## src/rtl/lzbr_pkg.sv

```systemverilog
// Package with the shared types and constants of the LZ bitstream recoder.
package lzbr_pkg;

  localparam int LZBR_INDEX_BITS = 16;
  localparam int LZBR_MAX_RES    = 16;
  localparam int LZBR_RES_BITS   = $clog2(LZBR_MAX_RES);
  localparam int LZBR_GAMMA_BITS = 17;

  typedef enum logic [3:0] {
    PH_LIT_CTL    = 4'd0,
    PH_LIT_DATA   = 4'd1,
    PH_LIT_BYTES  = 4'd2,
    PH_AFTER_LIT  = 4'd3,
    PH_REP_CTL    = 4'd4,
    PH_REP_DATA   = 4'd5,
    PH_AFTER_COPY = 4'd6,
    PH_OFF_CTL    = 4'd7,
    PH_OFF_DATA   = 4'd8,
    PH_OFF_LOW    = 4'd9,
    PH_LEN_CTL    = 4'd10,
    PH_LEN_DATA   = 4'd11,
    PH_DONE       = 4'd12,
    PH_LONG       = 4'd13,
    PH_TRUNC      = 4'd14
  } phase_t;

  typedef enum logic [3:0] {
    S_IDLE,
    S_BITS,
    S_PRE,
    S_NORM,
    S_GZ,
    S_GD,
    S_GEND,
    S_EFL,
    S_FIN,
    S_OUT
  } seq_t;

  typedef enum logic [1:0] {
    ST_RUN   = 2'd0,
    ST_DONE  = 2'd1,
    ST_LONG  = 2'd2,
    ST_TRUNC = 2'd3
  } status_t;

  typedef struct packed {
    logic        en;
    logic [15:0] idx;
    logic [7:0]  data;
  } push_t;

  typedef struct packed {
    logic [15:0] idx;
    logic [7:0]  data;
  } entry_t;

endpackage

```

## src/rtl/lzbr_if.sv

```systemverilog
// Channel interfaces for the input bytes and the result writes.
interface lzbr_in_if;
  logic       valid;
  logic       ready;
  logic [7:0] packed_byte;
  logic       final_byte;
  modport source (output valid, output packed_byte, output final_byte, input ready);
  modport sink (input valid, input packed_byte, input final_byte, output ready);
endinterface

interface lzbr_out_if;
  logic        valid;
  logic        ready;
  logic [15:0] write_index;
  logic [7:0]  write_data;
  logic        write_valid;
  logic [1:0]  stream_status;
  logic        last_of_run;
  modport source (output valid, output write_index, output write_data, output write_valid,
                  output stream_status, output last_of_run, input ready);
  modport sink (input valid, input write_index, input write_data, input write_valid,
                input stream_status, input last_of_run, output ready);
endinterface

```

## src/rtl/lzbr_wbuf.sv

```systemverilog
// Buffer that collects the byte writes of one item until they are delivered.
module lzbr_wbuf (
  input  logic                            clk,
  input  logic                            rst,
  input  logic                            clr,
  input  lzbr_pkg::push_t                 push,
  input  logic [lzbr_pkg::LZBR_RES_BITS-1:0] rd_addr,
  output logic [lzbr_pkg::LZBR_RES_BITS:0]   cnt,
  output lzbr_pkg::entry_t                rd_entry
);
  import lzbr_pkg::*;

  entry_t                 mem [LZBR_MAX_RES];
  logic [LZBR_RES_BITS:0] base;
  logic                   full;

  assign base = clr ? '0 : cnt;
  assign full = (base == (LZBR_RES_BITS+1)'(LZBR_MAX_RES));

  always_ff @(posedge clk) begin
    if (rst) begin
      cnt <= '0;
    end else if (push.en && !full) begin
      cnt <= base + 1'b1;
    end else begin
      cnt <= base;
    end
  end

  always_ff @(posedge clk) begin
    if (push.en && !full) begin
      mem[base[LZBR_RES_BITS-1:0]] <= '{idx: push.idx, data: push.data};
    end
  end

  always_ff @(posedge clk) begin
    if (push.en && !full && base[LZBR_RES_BITS-1:0] == rd_addr) begin
      rd_entry <= '{idx: push.idx, data: push.data};
    end else begin
      rd_entry <= mem[rd_addr];
    end
  end

endmodule

```

## src/rtl/lz_bitstream_recoder_top.sv

```systemverilog
// Top level of the LZ bitstream recoder.
// The block takes a compressed stream one byte per item on in_ch and rewrites
// it into the second bit layout. Each input item yields one or more result
// items on out_ch; each carries an indexed byte write or, when the input wrote
// nothing, an empty result with write_valid low. Every result carries the
// stream status after its input, and last_of_run marks the final result.
// A small sequencer walks the control bits of the byte one per cycle while
// no code is being re-emitted and drives a single bit-group packer; each
// re-emitted gamma code first runs through an iterative leading-one search
// and then sends two bits per code digit, one per cycle.
// The writes of an item are held in a 16-entry buffer and delivered after the
// item is fully parsed, so in_ch is not ready while results are pending.
// When out_ch stalls, the current result holds until it is taken. Synchronous
// reset returns the parser to stream start, end marker omitted; the user
// writes that option via cfg_wr_en only while the block is idle (unenforced).
module lz_bitstream_recoder_top #(
  parameter int INDEX_BITS = lzbr_pkg::LZBR_INDEX_BITS
) (
  input  logic              clk,
  input  logic              rst,
  input  logic              cfg_wr_en,
  input  logic              cfg_wr_data,
  lzbr_in_if.sink           in_ch,
  lzbr_out_if.source        out_ch
);
  import lzbr_pkg::*;

  localparam int GB = LZBR_GAMMA_BITS;
  localparam int NB = $clog2(GB);

  seq_t   st, st_next;
  phase_t phase, phase_next;
  logic   omit;
  logic   fin;
  logic [7:0]            ib_buf, ib_buf_next;
  logic [3:0]            ib_left, ib_left_next;
  logic [GB-1:0]         gacc, gacc_next;
  logic [15:0]           lit_left, lit_left_next;
  logic [INDEX_BITS-1:0] out_pos, out_pos_next;
  logic [INDEX_BITS-1:0] grp_pos, grp_pos_next;
  logic [7:0]            grp_bits, grp_bits_next;
  logic [7:0]            grp_mask, grp_mask_next;
  logic                  first_tok, first_tok_next;
  logic                  pre_en, pre_en_next, pre_bit, pre_bit_next;
  logic                  gam_en, gam_en_next, end_flush, end_flush_next;
  logic                  skip, skip_next;
  logic [GB-1:0]         gam_val, gam_val_next;
  logic [GB-1:0]         nsh, nsh_next;
  logic [NB-1:0]         nbits, nbits_next;
  logic [NB-1:0]         gi, gi_next;
  logic [GB-1:0]         gv, gv_next;
  logic [LZBR_RES_BITS-1:0] rd, rd_next;

  logic          in_acc, out_acc, bit_phase, bit_go, job_start, out_last;
  logic          cur_bit, em_en, em_bit, fl_en, put_en;
  logic [7:0]    put_data;
  push_t         push;
  logic          buf_clr;
  logic [LZBR_RES_BITS:0] cnt;
  entry_t        rd_entry;
  logic [GB-1:0] gm1, vmask, vswz;
  logic [7:0]    m, gbits;

  assign in_acc    = in_ch.valid && in_ch.ready;
  assign out_acc   = out_ch.valid && out_ch.ready;
  assign bit_phase = (phase <= PH_LEN_DATA) && (phase != PH_LIT_BYTES) &&
                     (phase != PH_OFF_LOW);
  assign bit_go    = (ib_left != 4'd0) && bit_phase;
  assign cur_bit   = ib_buf[7];
  assign out_last  = (cnt == '0) || ({1'b0, rd} == cnt - 1'b1);
  assign buf_clr   = (st == S_IDLE) && in_acc;
  assign gm1       = gacc - 1'b1;
  assign vmask     = gam_val & ((GB'(1) << nbits) - 1'b1);
  assign vswz      = (nbits >= NB'(8)) ?
                     ((vmask >> 8) | ((vmask & GB'(8'hff)) << (nbits - NB'(8)))) : gam_val;

  always_comb begin
    st_next = st;
    case (st)
      S_IDLE: if (in_acc) st_next = (phase > PH_LEN_DATA) ? S_OUT : S_BITS;
      S_BITS: st_next = bit_go ? (job_start ? S_PRE : S_BITS) : S_FIN;
      S_PRE:  st_next = gam_en ? S_NORM : S_GEND;
      S_NORM: begin
        if (nsh[GB-1] || nbits == '0) st_next = (nbits == '0) ? S_GEND : S_GZ;
      end
      S_GZ:   st_next = S_GD;
      S_GD:   st_next = (gi == '0) ? S_GEND : S_GZ;
      S_GEND: st_next = end_flush ? S_EFL : S_BITS;
      S_EFL:  st_next = S_BITS;
      S_FIN:  st_next = S_OUT;
      S_OUT:  if (out_acc && out_last) st_next = S_IDLE;
      default: st_next = S_IDLE;
    endcase
  end

  always_comb begin
    phase_next     = phase;
    ib_buf_next    = ib_buf;
    ib_left_next   = ib_left;
    gacc_next      = gacc;
    lit_left_next  = lit_left;
    out_pos_next   = out_pos;
    grp_pos_next   = grp_pos;
    grp_bits_next  = grp_bits;
    grp_mask_next  = grp_mask;
    first_tok_next = first_tok;
    pre_en_next    = pre_en;
    pre_bit_next   = pre_bit;
    gam_en_next    = gam_en;
    end_flush_next = end_flush;
    skip_next      = skip;
    gam_val_next   = gam_val;
    nsh_next       = nsh;
    nbits_next     = nbits;
    gi_next        = gi;
    gv_next        = gv;
    rd_next        = rd;
    job_start      = 1'b0;
    em_en          = 1'b0;
    em_bit         = 1'b0;
    fl_en          = 1'b0;
    put_en         = 1'b0;
    put_data       = in_ch.packed_byte;
    push           = '{en: 1'b0, idx: '0, data: '0};
    m              = '0;
    gbits          = '0;

    case (st)
      S_IDLE: begin
        rd_next = '0;
        if (in_acc && phase <= PH_LEN_DATA) begin
          if (phase == PH_LIT_BYTES) begin
            put_en = 1'b1;
            if (lit_left == 16'd0) phase_next = PH_AFTER_LIT;
            else lit_left_next = lit_left - 1'b1;
          end else if (phase == PH_OFF_LOW) begin
            put_en   = 1'b1;
            put_data = {~in_ch.packed_byte[7:1], in_ch.packed_byte[0]};
            if (in_ch.packed_byte[0]) begin
              phase_next = PH_AFTER_COPY;
            end else begin
              gacc_next  = GB'(1);
              phase_next = PH_LEN_DATA;
            end
          end else begin
            ib_buf_next  = in_ch.packed_byte;
            ib_left_next = 4'd8;
          end
        end
      end
      S_BITS: begin
        if (bit_go) begin
          ib_buf_next    = {ib_buf[6:0], 1'b0};
          ib_left_next   = ib_left - 1'b1;
          pre_en_next    = 1'b0;
          pre_bit_next   = 1'b0;
          gam_en_next    = 1'b1;
          end_flush_next = 1'b0;
          skip_next      = 1'b0;
          gam_val_next   = gacc;
          case (phase)
            PH_LIT_CTL: begin
              if (cur_bit) begin
                job_start      = 1'b1;
                pre_en_next    = !first_tok;
                first_tok_next = 1'b0;
                lit_left_next  = gm1[GB-1] ? 16'hffff : gm1[15:0];
                phase_next     = PH_LIT_BYTES;
              end else begin
                phase_next = PH_LIT_DATA;
              end
            end
            PH_AFTER_LIT: begin
              gacc_next  = GB'(1);
              phase_next = cur_bit ? PH_OFF_CTL : PH_REP_CTL;
            end
            PH_REP_CTL: begin
              if (cur_bit) begin
                job_start   = 1'b1;
                pre_en_next = 1'b1;
                phase_next  = PH_AFTER_COPY;
              end else begin
                phase_next = PH_REP_DATA;
              end
            end
            PH_AFTER_COPY: begin
              gacc_next  = GB'(1);
              phase_next = cur_bit ? PH_OFF_CTL : PH_LIT_CTL;
            end
            PH_OFF_CTL: begin
              if (cur_bit) begin
                job_start    = 1'b1;
                pre_en_next  = 1'b1;
                pre_bit_next = 1'b1;
                if (gacc == GB'(256)) begin
                  pre_en_next    = !omit;
                  gam_en_next    = !omit;
                  end_flush_next = 1'b1;
                  phase_next     = fin ? PH_DONE : PH_LONG;
                end else begin
                  phase_next = PH_OFF_LOW;
                end
              end else begin
                phase_next = PH_OFF_DATA;
              end
            end
            PH_LEN_CTL: begin
              if (cur_bit) begin
                job_start  = 1'b1;
                skip_next  = 1'b1;
                phase_next = PH_AFTER_COPY;
              end else begin
                phase_next = PH_LEN_DATA;
              end
            end
            PH_LIT_DATA, PH_REP_DATA, PH_OFF_DATA, PH_LEN_DATA: begin
              if (gacc[GB-1]) gacc_next = '1;
              else gacc_next = {gacc[GB-2:0], cur_bit ^ (phase == PH_OFF_DATA)};
              case (phase)
                PH_LIT_DATA: phase_next = PH_LIT_CTL;
                PH_REP_DATA: phase_next = PH_REP_CTL;
                PH_OFF_DATA: phase_next = PH_OFF_CTL;
                default:     phase_next = PH_LEN_CTL;
              endcase
            end
            default: phase_next = phase;
          endcase
        end
      end
      S_PRE: begin
        em_en      = pre_en;
        em_bit     = pre_bit;
        nsh_next   = gam_val;
        nbits_next = NB'(GB-1);
      end
      S_NORM: begin
        if (nsh[GB-1] || nbits == '0) begin
          gv_next = vswz;
          gi_next = nbits - 1'b1;
        end else begin
          nsh_next   = {nsh[GB-2:0], 1'b0};
          nbits_next = nbits - 1'b1;
        end
      end
      S_GZ: begin
        em_en     = !skip;
        em_bit    = 1'b0;
        skip_next = 1'b0;
      end
      S_GD: begin
        em_en  = 1'b1;
        em_bit = gv[gi];
        if (gi != '0) gi_next = gi - 1'b1;
      end
      S_GEND: begin
        em_en  = gam_en && !skip;
        em_bit = 1'b1;
      end
      S_EFL: fl_en = 1'b1;
      S_FIN: begin
        if (fin && phase <= PH_LEN_DATA) begin
          fl_en      = 1'b1;
          phase_next = PH_TRUNC;
        end
      end
      S_OUT: begin
        if (out_acc && !out_last) rd_next = rd + 1'b1;
      end
      default: ;
    endcase

    if (put_en) begin
      push         = '{en: 1'b1, idx: 16'(out_pos), data: put_data};
      out_pos_next = out_pos + 1'b1;
    end
    if (em_en) begin
      m     = grp_mask;
      gbits = grp_bits;
      if (grp_mask == 8'd0) begin
        m            = 8'h80;
        gbits        = 8'd0;
        grp_pos_next = out_pos;
        out_pos_next = out_pos + 1'b1;
      end
      if (em_bit) gbits = gbits | m;
      m             = m >> 1;
      grp_bits_next = gbits;
      grp_mask_next = m;
      if (m == 8'd0) begin
        push = '{en: 1'b1, idx: 16'(grp_pos_next), data: gbits};
      end
    end
    if (fl_en && grp_mask != 8'd0) begin
      push          = '{en: 1'b1, idx: 16'(grp_pos), data: grp_bits};
      grp_mask_next = 8'd0;
    end
  end

  always_comb begin
    in_ch.ready          = (st == S_IDLE);
    out_ch.valid         = (st == S_OUT);
    out_ch.write_valid   = (cnt != '0);
    out_ch.write_index   = (cnt != '0) ? rd_entry.idx : 16'd0;
    out_ch.write_data    = (cnt != '0) ? rd_entry.data : 8'd0;
    out_ch.last_of_run   = out_last;
    case (phase)
      PH_DONE:  out_ch.stream_status = ST_DONE;
      PH_LONG:  out_ch.stream_status = ST_LONG;
      PH_TRUNC: out_ch.stream_status = ST_TRUNC;
      default:  out_ch.stream_status = ST_RUN;
    endcase
  end

  always_ff @(posedge clk) begin
    if (rst) begin
      st        <= S_IDLE;
      phase     <= PH_LIT_CTL;
      omit      <= 1'b1;
      ib_left   <= '0;
      gacc      <= GB'(1);
      lit_left  <= '0;
      out_pos   <= '0;
      grp_pos   <= '0;
      grp_mask  <= '0;
      first_tok <= 1'b1;
      rd        <= '0;
    end else begin
      st        <= st_next;
      phase     <= phase_next;
      if (cfg_wr_en) omit <= cfg_wr_data;
      ib_left   <= ib_left_next;
      gacc      <= gacc_next;
      lit_left  <= lit_left_next;
      out_pos   <= out_pos_next;
      grp_pos   <= grp_pos_next;
      grp_mask  <= grp_mask_next;
      first_tok <= first_tok_next;
      rd        <= rd_next;
    end
  end

  always_ff @(posedge clk) begin
    if (in_acc) fin <= in_ch.final_byte;
    ib_buf    <= ib_buf_next;
    grp_bits  <= grp_bits_next;
    pre_en    <= pre_en_next;
    pre_bit   <= pre_bit_next;
    gam_en    <= gam_en_next;
    end_flush <= end_flush_next;
    skip      <= skip_next;
    gam_val   <= gam_val_next;
    nsh       <= nsh_next;
    nbits     <= nbits_next;
    gi        <= gi_next;
    gv        <= gv_next;
  end

  lzbr_wbuf u_wbuf (
    .clk      (clk),
    .rst      (rst),
    .clr      (buf_clr),
    .push     (push),
    .rd_addr  (rd_next),
    .cnt      (cnt),
    .rd_entry (rd_entry)
  );

endmodule

```

## src/flat_wrapper.sv

```systemverilog
// flat-port wrapper written by rule: the top's interface ports become plain ports
module lz_bitstream_recoder_top_flat import lzbr_pkg::*;
#(
  parameter int INDEX_BITS = lzbr_pkg::LZBR_INDEX_BITS
)
  (clk, rst, cfg_wr_en, cfg_wr_data, in_ch_valid, in_ch_packed_byte, in_ch_final_byte, in_ch_ready, out_ch_valid, out_ch_write_index, out_ch_write_data, out_ch_write_valid, out_ch_stream_status, out_ch_last_of_run, out_ch_ready);
  lzbr_in_if in_ch_i ();
  lzbr_out_if out_ch_i ();
  input  logic clk;
  input  logic rst;
  input  logic cfg_wr_en;
  input  logic cfg_wr_data;
  input wire logic [$bits(in_ch_i.valid)-1:0] in_ch_valid;
  input wire logic [$bits(in_ch_i.packed_byte)-1:0] in_ch_packed_byte;
  input wire logic [$bits(in_ch_i.final_byte)-1:0] in_ch_final_byte;
  output wire logic [$bits(in_ch_i.ready)-1:0] in_ch_ready;
  output wire logic [$bits(out_ch_i.valid)-1:0] out_ch_valid;
  output wire logic [$bits(out_ch_i.write_index)-1:0] out_ch_write_index;
  output wire logic [$bits(out_ch_i.write_data)-1:0] out_ch_write_data;
  output wire logic [$bits(out_ch_i.write_valid)-1:0] out_ch_write_valid;
  output wire logic [$bits(out_ch_i.stream_status)-1:0] out_ch_stream_status;
  output wire logic [$bits(out_ch_i.last_of_run)-1:0] out_ch_last_of_run;
  input wire logic [$bits(out_ch_i.ready)-1:0] out_ch_ready;
  assign in_ch_i.valid = in_ch_valid;
  assign in_ch_i.packed_byte = in_ch_packed_byte;
  assign in_ch_i.final_byte = in_ch_final_byte;
  assign in_ch_ready = in_ch_i.ready;
  assign out_ch_valid = out_ch_i.valid;
  assign out_ch_write_index = out_ch_i.write_index;
  assign out_ch_write_data = out_ch_i.write_data;
  assign out_ch_write_valid = out_ch_i.write_valid;
  assign out_ch_stream_status = out_ch_i.stream_status;
  assign out_ch_last_of_run = out_ch_i.last_of_run;
  assign out_ch_i.ready = out_ch_ready;
  lz_bitstream_recoder_top #(.INDEX_BITS(INDEX_BITS)) u_core (.clk(clk), .rst(rst), .cfg_wr_en(cfg_wr_en), .cfg_wr_data(cfg_wr_data), .in_ch(in_ch_i), .out_ch(out_ch_i));
endmodule
```

## config.mk

```make
export PLATFORM = sky130hd
export DESIGN_NAME = lz_bitstream_recoder_top_flat
export DESIGN_NICKNAME = d
export VERILOG_FILES = /design/src/rtl/lzbr_pkg.sv /design/src/rtl/lzbr_if.sv /design/src/rtl/lzbr_wbuf.sv /design/src/rtl/lz_bitstream_recoder_top.sv /design/src/flat_wrapper.sv
export SDC_FILE = /design/constraint.sdc
export NUM_CORES = 1
export LEC_CHECK = 0
export BUFFER_PORTS_ARGS = -buffer_cell sky130_fd_sc_hd__buf_2
export CAP_MARGIN = 40
export CORE_AREA = 4 4 206 208
export DETAILED_ROUTE_END_ITERATION = 8
export DIE_AREA = 0 0 210 212
export GPL_ROUTABILITY_DRIVEN = 0
export PLACE_DENSITY = 0.79
export REMOVE_ABC_BUFFERS = 1
export SETUP_SLACK_MARGIN = 0.15
export SLEW_MARGIN = 10
export SYNTH_ARGS = -nofsm -noshare
export SYNTH_HDL_FRONTEND = slang
export SYNTH_SLANG_ARGS = --single-unit
```

## constraint.sdc

```tcl
create_clock -name clk -period 4.88 [get_ports clk]
set_input_delay 0.488 -clock clk [delete_from_list [all_inputs] [get_ports clk]]
set_output_delay 0.488 -clock clk [all_outputs]
set_load 0.01 [all_outputs]
```

==> results.md, run 1 <==
- Max-slew headroom: 0.400
- GRT Overall Usage: 0.286
- Hold Fails Final Rpt: 0
- Final Util: 0.693
- Pwr Total: 11.4 mW
- Placement Setup Slack: 864 ps
- CTS tree: yes
- Port buffer count: 44
- RSZ-0062 raised after global routing: false
- Crit-path max cell delay: 780 ps
- Most used DFF post-synth: edfxtp_1
- Period utilisation layout: 0.847
- Max-cap violations: 0
- Slew @ Worst Pin: 901 ps
- Initial antenna violation count: 8
- Hold Crit Class: input port to flip-flop
- DR iter-0 viols: 2222
- Clk_skew: 56.4 ps
- Worst-Skew Late Latency: 640 ps
- Crit path buf inv count: 0
- Hold path cells: 1
- CTS Sinks: 566
- Synth Instances: 1843
- Largest net degree at the start of global routing: 49
- GRT overflow: 0
- Max Freq: 0.242 GHz
- Clk pin slew, worst setup/hold paths: 60 ps
- Antenna Violating Nets Remaining: 0
- CTS Hold Bufs: 0
- DRC viols: 0
- Htree depth: 2
- First-pass GRT wire length: 97.2 mm
- Io pins: 45
- Die Area: 44500 µm²
- Root Driver: clkbuf_16
- R2r worst-path depth: 6
- CP Class: flip-flop to flip-flop
- Yosys cell types: 84
- Crit-path slowest cell: nor2_4
- Vias/cell: 6.68
- Post-CTS Resized: 0
- WL final: 63.1 mm
- Worst EP arrival: 4370 ps
- Vias: 16331
- Wire per inst: 25.8 µm
- Die height: 212 µm
- FILL cells: 2651
- Rows: 74
- CP Max Fanout: 24
- Cell breakdown of the critical path: or4_1, a2111o_1, a32o_1, a21oi_2, nand2_1, nor2_4
- Die W: 210 µm
- Asr flop ratio synth: 0
- Post-synthesis area per instance: 13.8 µm²
- Synthesized area: 25400 µm²
- Starting Density: 0.626
- Final setup TNS: 0 ps
- Fin nets: 1904
- Clock buffer depth: 3
- Startpoint class of the critical path: flip-flop
- Total core area: 40600 µm²
- EDFF count, synth: 467
- Min Tclk post-route: 4130 ps
- Final setup fails: 0
- Crit end category: flip-flop
- Largest delay share family, worst path: simple AND/OR/NAND/NOR gates
- Post CTS Setup Buffer Count: 0
- TritonCTS buffer count: 55
- Post-DP HPWL: 39.4 mm
- Final worst slack: 747 ps
- Final Slew Violations: 0
- P per Cell Area: 404 nW/µm²
- TritonRoute pass-1 iters: 8
- Layout cells sized above 1: 0.183
- Post-synthesis sequential area ratio: 0.631
- Critical Path RT: 5110 ps
- Stages on worst setup path: 6
- Vias in the first global route: 15843
- Yosys warns: 0
- Outcome: completed
- Yosys reg bits: 566
- Maximum vdd drop: 0.443 mV
- Synth-to-layout area growth: 10.8%
- Leak: 9.15 nW
-- power by group --
group / internal, mW / switching (mW) / leakage [nW]
sequential: 5.40 / 0.225 / 4.92
clock: 2.44 / 1.84 / 0.886
combinational: 0.510 / 0.946 / 3.34
-- synthesized netlist by cell type, drive strengths merged (9+ instances only) --
library cell | number | area [µm²]
edfxtp | 467 | 14000
nand2 | 224 | 841
mux4 | 123 | 2770
nor2 | 108 | 408
dfxtp | 99 | 1980
clkbuf | 94 | 353
a21oi | 90 | 454
o21ai | 71 | 355
and2 | 45 | 282
inv | 43 | 161
nand3 | 37 | 185
xnor2 | 30 | 263
a22o | 23 | 201
ha | 21 | 263
buf | 20 | 86.3
nor3 | 20 | 100
or2 | 18 | 113
xor2 | 18 | 158
mux2i | 17 | 170
a211oi | 16 | 120
nor2b | 15 | 93.8
nor4 | 13 | 93.8
o31ai | 12 | 90.1
a31oi | 11 | 68.8
o211ai | 11 | 87.6
or3 | 11 | 68.8
and3 | 10 | 62.6
or4 | 10 | 75.1
a2111oi | 9 | 104
a22oi | 9 | 67.6
-- cells in the final DEF, fill, tap and decap left out, types with 37 or more instances in the layout --
cell type,instances
edfxtp_1,467
nand2_1,224
mux4_2,123
nor2_1,96
dfxtp_1,96
a21oi_1,88
o21ai_0,69
clkbuf_16,55
buf_2,46
and2_1,44
inv_1,41
nand3_1,37
-- area by class of cell --
cell class                 count  area, µm²  share of cell area
inverter                      46        173             0.00614
multi-input combinational   1117       8880               0.316
clock inverter                30        325              0.0116
sequential                   566      16000               0.570
antenna                        1       2.50           0.0000891
clock buffer                  72       1500              0.0534
timing repair buffer          82        544              0.0194
tap                          532        666              0.0237
-- registers in the layout (all words and copies together), names as in the netlist, 8 cells and up, named ones only --
register,cells
u_core.gacc,17
u_core.ib_buf,8
u_core.grp_bits,8
u_core.gv,17
u_core.gam_val,17
u_core.grp_pos,16
u_core.lit_left,16
u_core.u_wbuf.mem,384
u_core.nsh,17
u_core.out_pos,16
-- worst paths after layout --
kind                            slack [ps]                     startpoint                            endpoint
worst max register to register         750      u_core.st[0]$_SDFFE_PP0P_  u_core.u_wbuf.mem[1][14]$_DFFE_PP_
worst min register to register         450  u_core.first_tok$_SDFFE_PP1P_       u_core.first_tok$_SDFFE_PP1P_
worst min-delay path                    90               in_ch_final_byte                u_core.fin$_DFFE_PP_
worst max-delay path                   750      u_core.st[0]$_SDFFE_PP0P_  u_core.u_wbuf.mem[1][14]$_DFFE_PP_
-- metal layers --
| metal | track usage | wire (µm) |
|---|---|---|
| met5 | 0 | 61 |
| met3 | 0.0866 | 7470 |
| met2 | 0.437 | 29400 |
| met4 | 0.0772 | 1680 |
| met1 | 0.411 | 24500 |
-- kinds of logic (layout without fill, tap and decap cells) --
group	count (synthesis)	after routing	synth area share
multiplexers	147	147	0.119
adder cells (fa/ha/maj)	22	22	0.0108
XOR/XNOR	49	49	0.0175
flip-flops	566	566	0.631
AO/OA/AOI/OAI	335	335	0.0900
buffers and inverters	160	230	0.0241
other	0	1	0
AND/OR/NAND/NOR	564	564	0.108
-- metrics by stage --
stage                     cell area (µm²)  std cells  hold WS (ps)
final                               28100       2446          85.8
after detailed placement            26200       2340           437
after floorplan                     24900       1729           423
after global routing                28100       2445          69.4
after global placement              26200       2335           441
after CTS                           28100       2442          62.0
(Power assumes the default switching activity.)
==> inputs of run 2 (changes only) <==
Settings changed: CORE_AREA 4 4 206 208 to 4 4 216 218, DIE_AREA 0 0 210 212 to 0 0 220 222, PLACE_DENSITY 0.79 to 0.76.
Clock period 4.88 ns to 3.6 ns, I/O delays scaled along.
==> run 2 against run 1 <==
- non-clock buffer count grew 36
- sequential share of layout area shrank 0.86 points
- first-iteration DRC count shrank 5.1%
- setup slack lost 530 ps
- sequential power grew 34%
- wire length shrank 0.57%
- clock skew grew 12 ps
- die area grew 9.7%
- critical endpoint is now u_core.u_wbuf.mem[6][2]$_DFFE_PP_
- largest power group unchanged
- highest routed layer is now met4
==> results.md, run 2 (synthesis gave the netlist of run 1 again) <==
- Die Area: 48800 µm² (+9.7%)
- Period utilisation layout: 0.940 (+0.0935)
- Clk pin slew, worst setup/hold paths: 60 ps (about the same)
- Die height: 222 µm (+4.7%)
- Min Tclk post-route: 3390 ps (-748 ps)
- Met2 wire length: 30.1 mm (+2.4%)
- Io pins: 45 (unchanged)
- Rows: 78 (+5.4%)
- Most common cell after layout, fill and taps aside: edfxtp_1
- Synth-to-layout area growth: 12.5%
- Layout cells sized above 1: 0.197 (+0.0145)
- FILL cells: 3219 (+21%)
- Clk_skew: 68.2 ps (+11.8 ps)
- Final Slew Violations: 0 (unchanged)
- First-pass GRT wire length: 98.0 mm (+0.83%)
- TritonCTS buffer count: 55 (unchanged)
- Vias in the first global route: 16146 (+1.9%)
- GRT overflow: 0 (unchanged)
- Top layer in use: met4
- HP Start: in_ch_packed_byte[3]
- Vias: 16627 (+1.8%)
- Worst Setup SP: u_core.st[0]$_SDFFE_PP0P_
- RSZ-0062 raised after global routing: true
- Max Freq: 0.295 GHz (+22%)
- Fin nets: 1940 (+1.9%)
- Wire per inst: 24.6 µm (-4.7%)
- Final setup fails: 0 (unchanged)
- CP Class: flip-flop to flip-flop
- Hold Crit Class: input port to flip-flop
- WL met1: 25.0 mm (+1.9%)
- Max reg flops: 384 (unchanged)
- Critical Path RT: 3900 ps (-1210 ps)
- Port buffer count: 44 (unchanged)
- DR WL met3: 5.95 mm (-20%)
- Total core area: 44900 µm² (+11%)
- Outcome: completed
- P per Cell Area: 543 nW/µm² (+34%)
- GRT Overall Usage: 0.260 (-0.0264)
- Root Driver: clkbuf_16
- Commonest cells after routing, fill and taps aside: 467 x edfxtp_1, 223 x nand2_1, 123 x mux4_2, 96 x nor2_1, 96 x dfxtp_1
- DRC viols: 0 (unchanged)
- Max-cap violations: 0 (unchanged)
- CTS tree: yes
- Initial antenna violation count: 2 (-6)
- CP Max Fanout: 24 (unchanged)
- Clock buffer depth: 3 (unchanged)
- Dpl cells: 2444 (+4.4%)
- WL final: 62.8 mm (-0.57%)
- Final setup TNS: 0 ps (unchanged)
- Antenna Violating Nets Remaining: 0 (unchanged)
- Starting Density: 0.565 (-0.0605)
- TritonRoute pass-1 iters: 6 (-2)
- Crit end category: flip-flop
- Worst EP arrival: 3690 ps (-680 ps)
- Post-DP HPWL: 38.9 mm (-1.2%)
- Pwr Total: 15.5 mW (+36%)
- Vias/cell: 6.52 (-2.4%)
- Largest net degree at the start of global routing: 78 (+59%)
- Die W: 220 µm (+4.8%)
- Hold Fails Final Rpt: 0 (unchanged)
- Htree depth: 2 (unchanged)
- Startpoint class of the critical path: flip-flop
- Leak: 9.30 nW (+1.7%)
- CTS Sinks: 566 (unchanged)
- Maximum vdd drop: 0.600 mV (+35%)
- Finished Layout Cells: 2551 (+4.3%)
- Reg2reg start: u_core.st[0]$_SDFFE_PP0P_
- Slew @ Worst Pin: 894 ps (-6.58 ps)
- Max-slew headroom: 0.402 (+0.00218)
- Worst-Skew Late Latency: 650 ps (about the same)
- DR iter-0 viols: 2108 (-5.1%)
## run 2: changes by cell type in the layout (fill, tap and decap cells not counted), sizes merged
| cell | delta |
|---|---|
| buf | +33 |
| inv | +2 |
| dlygate4sd3 | +3 |
| clkbuf | -7 |
| clkinv | +4 |
| clkinvlp | +2 |
## run 2: area by class of cell
class / count / area [µm²] / area share
flip-flops and latches: 566 / 16000 / 0.561
multi-input cells: 1117 / 8880 / 0.311
clock buffers: 65 / 1450 / 0.0510
repair buffers: 118 / 873 / 0.0306
well taps: 600 / 751 / 0.0263
clock inverters: 38 / 382 / 0.0134
inverters: 46 / 173 / 0.00605
diodes: 1 / 2.50 / 0.0000877
## run 2: through the flow
stage               area [µm²]   util  hold slack, ps  setup slack [ps]
finish                   28500  0.636            90.8               214
CTS                      28500  0.635            55.6               174
global placement         26600  0.593             437               269
floorplan                24900      -             423             -2070
detailed placement       26600  0.593             444               261
global route             28500  0.636            88.9              96.5
## run 2: power breakdown
part	total, mW	internal [mW]	switching [mW]	leakage, nW
Clock	5.80	3.27	2.53	0.881
Combinational	2.16	0.736	1.42	3.53
Sequential	7.52	7.32	0.204	4.89
## run 2: timing repair
action                                  in CTS  in global routing
buffers inserted                             0                  0
hold endpoints to repair                     2                  0
endpoints found under the setup margin       0                180
gates resized for setup                      0                  6
hold buffers                                 3                  0
## run 2: path summary, 6_finish.rpt
check / endpoint / slack, ps / cells past startpoint
max reg2reg: u_core.u_wbuf.mem[6][2]$_DFFE_PP_ / 210 / 7
min: u_core.ib_buf[3]$_DFFE_PP_ / 90 / 3
max: u_core.u_wbuf.mem[6][2]$_DFFE_PP_ / 210 / 7
min reg2reg: u_core.first_tok$_SDFFE_PP1P_ / 460 / 2
## run 2: worst max-delay path, stage by stage, from the launching register on
cell and delay [ps]:
dfxtp_1 310, or4_1 700, a2111o_1 500, a32o_1 260
a21oi_2 330, nand2_1 340, nor3_2 270, buf_6 340
## run 2: per-layer routing
metal  global-route usage  up-vias
met3               0.0455      114
met4               0.0709        0
met2                0.406      955
li1                     -     7227
met5                    0        -
met1                0.383     8331
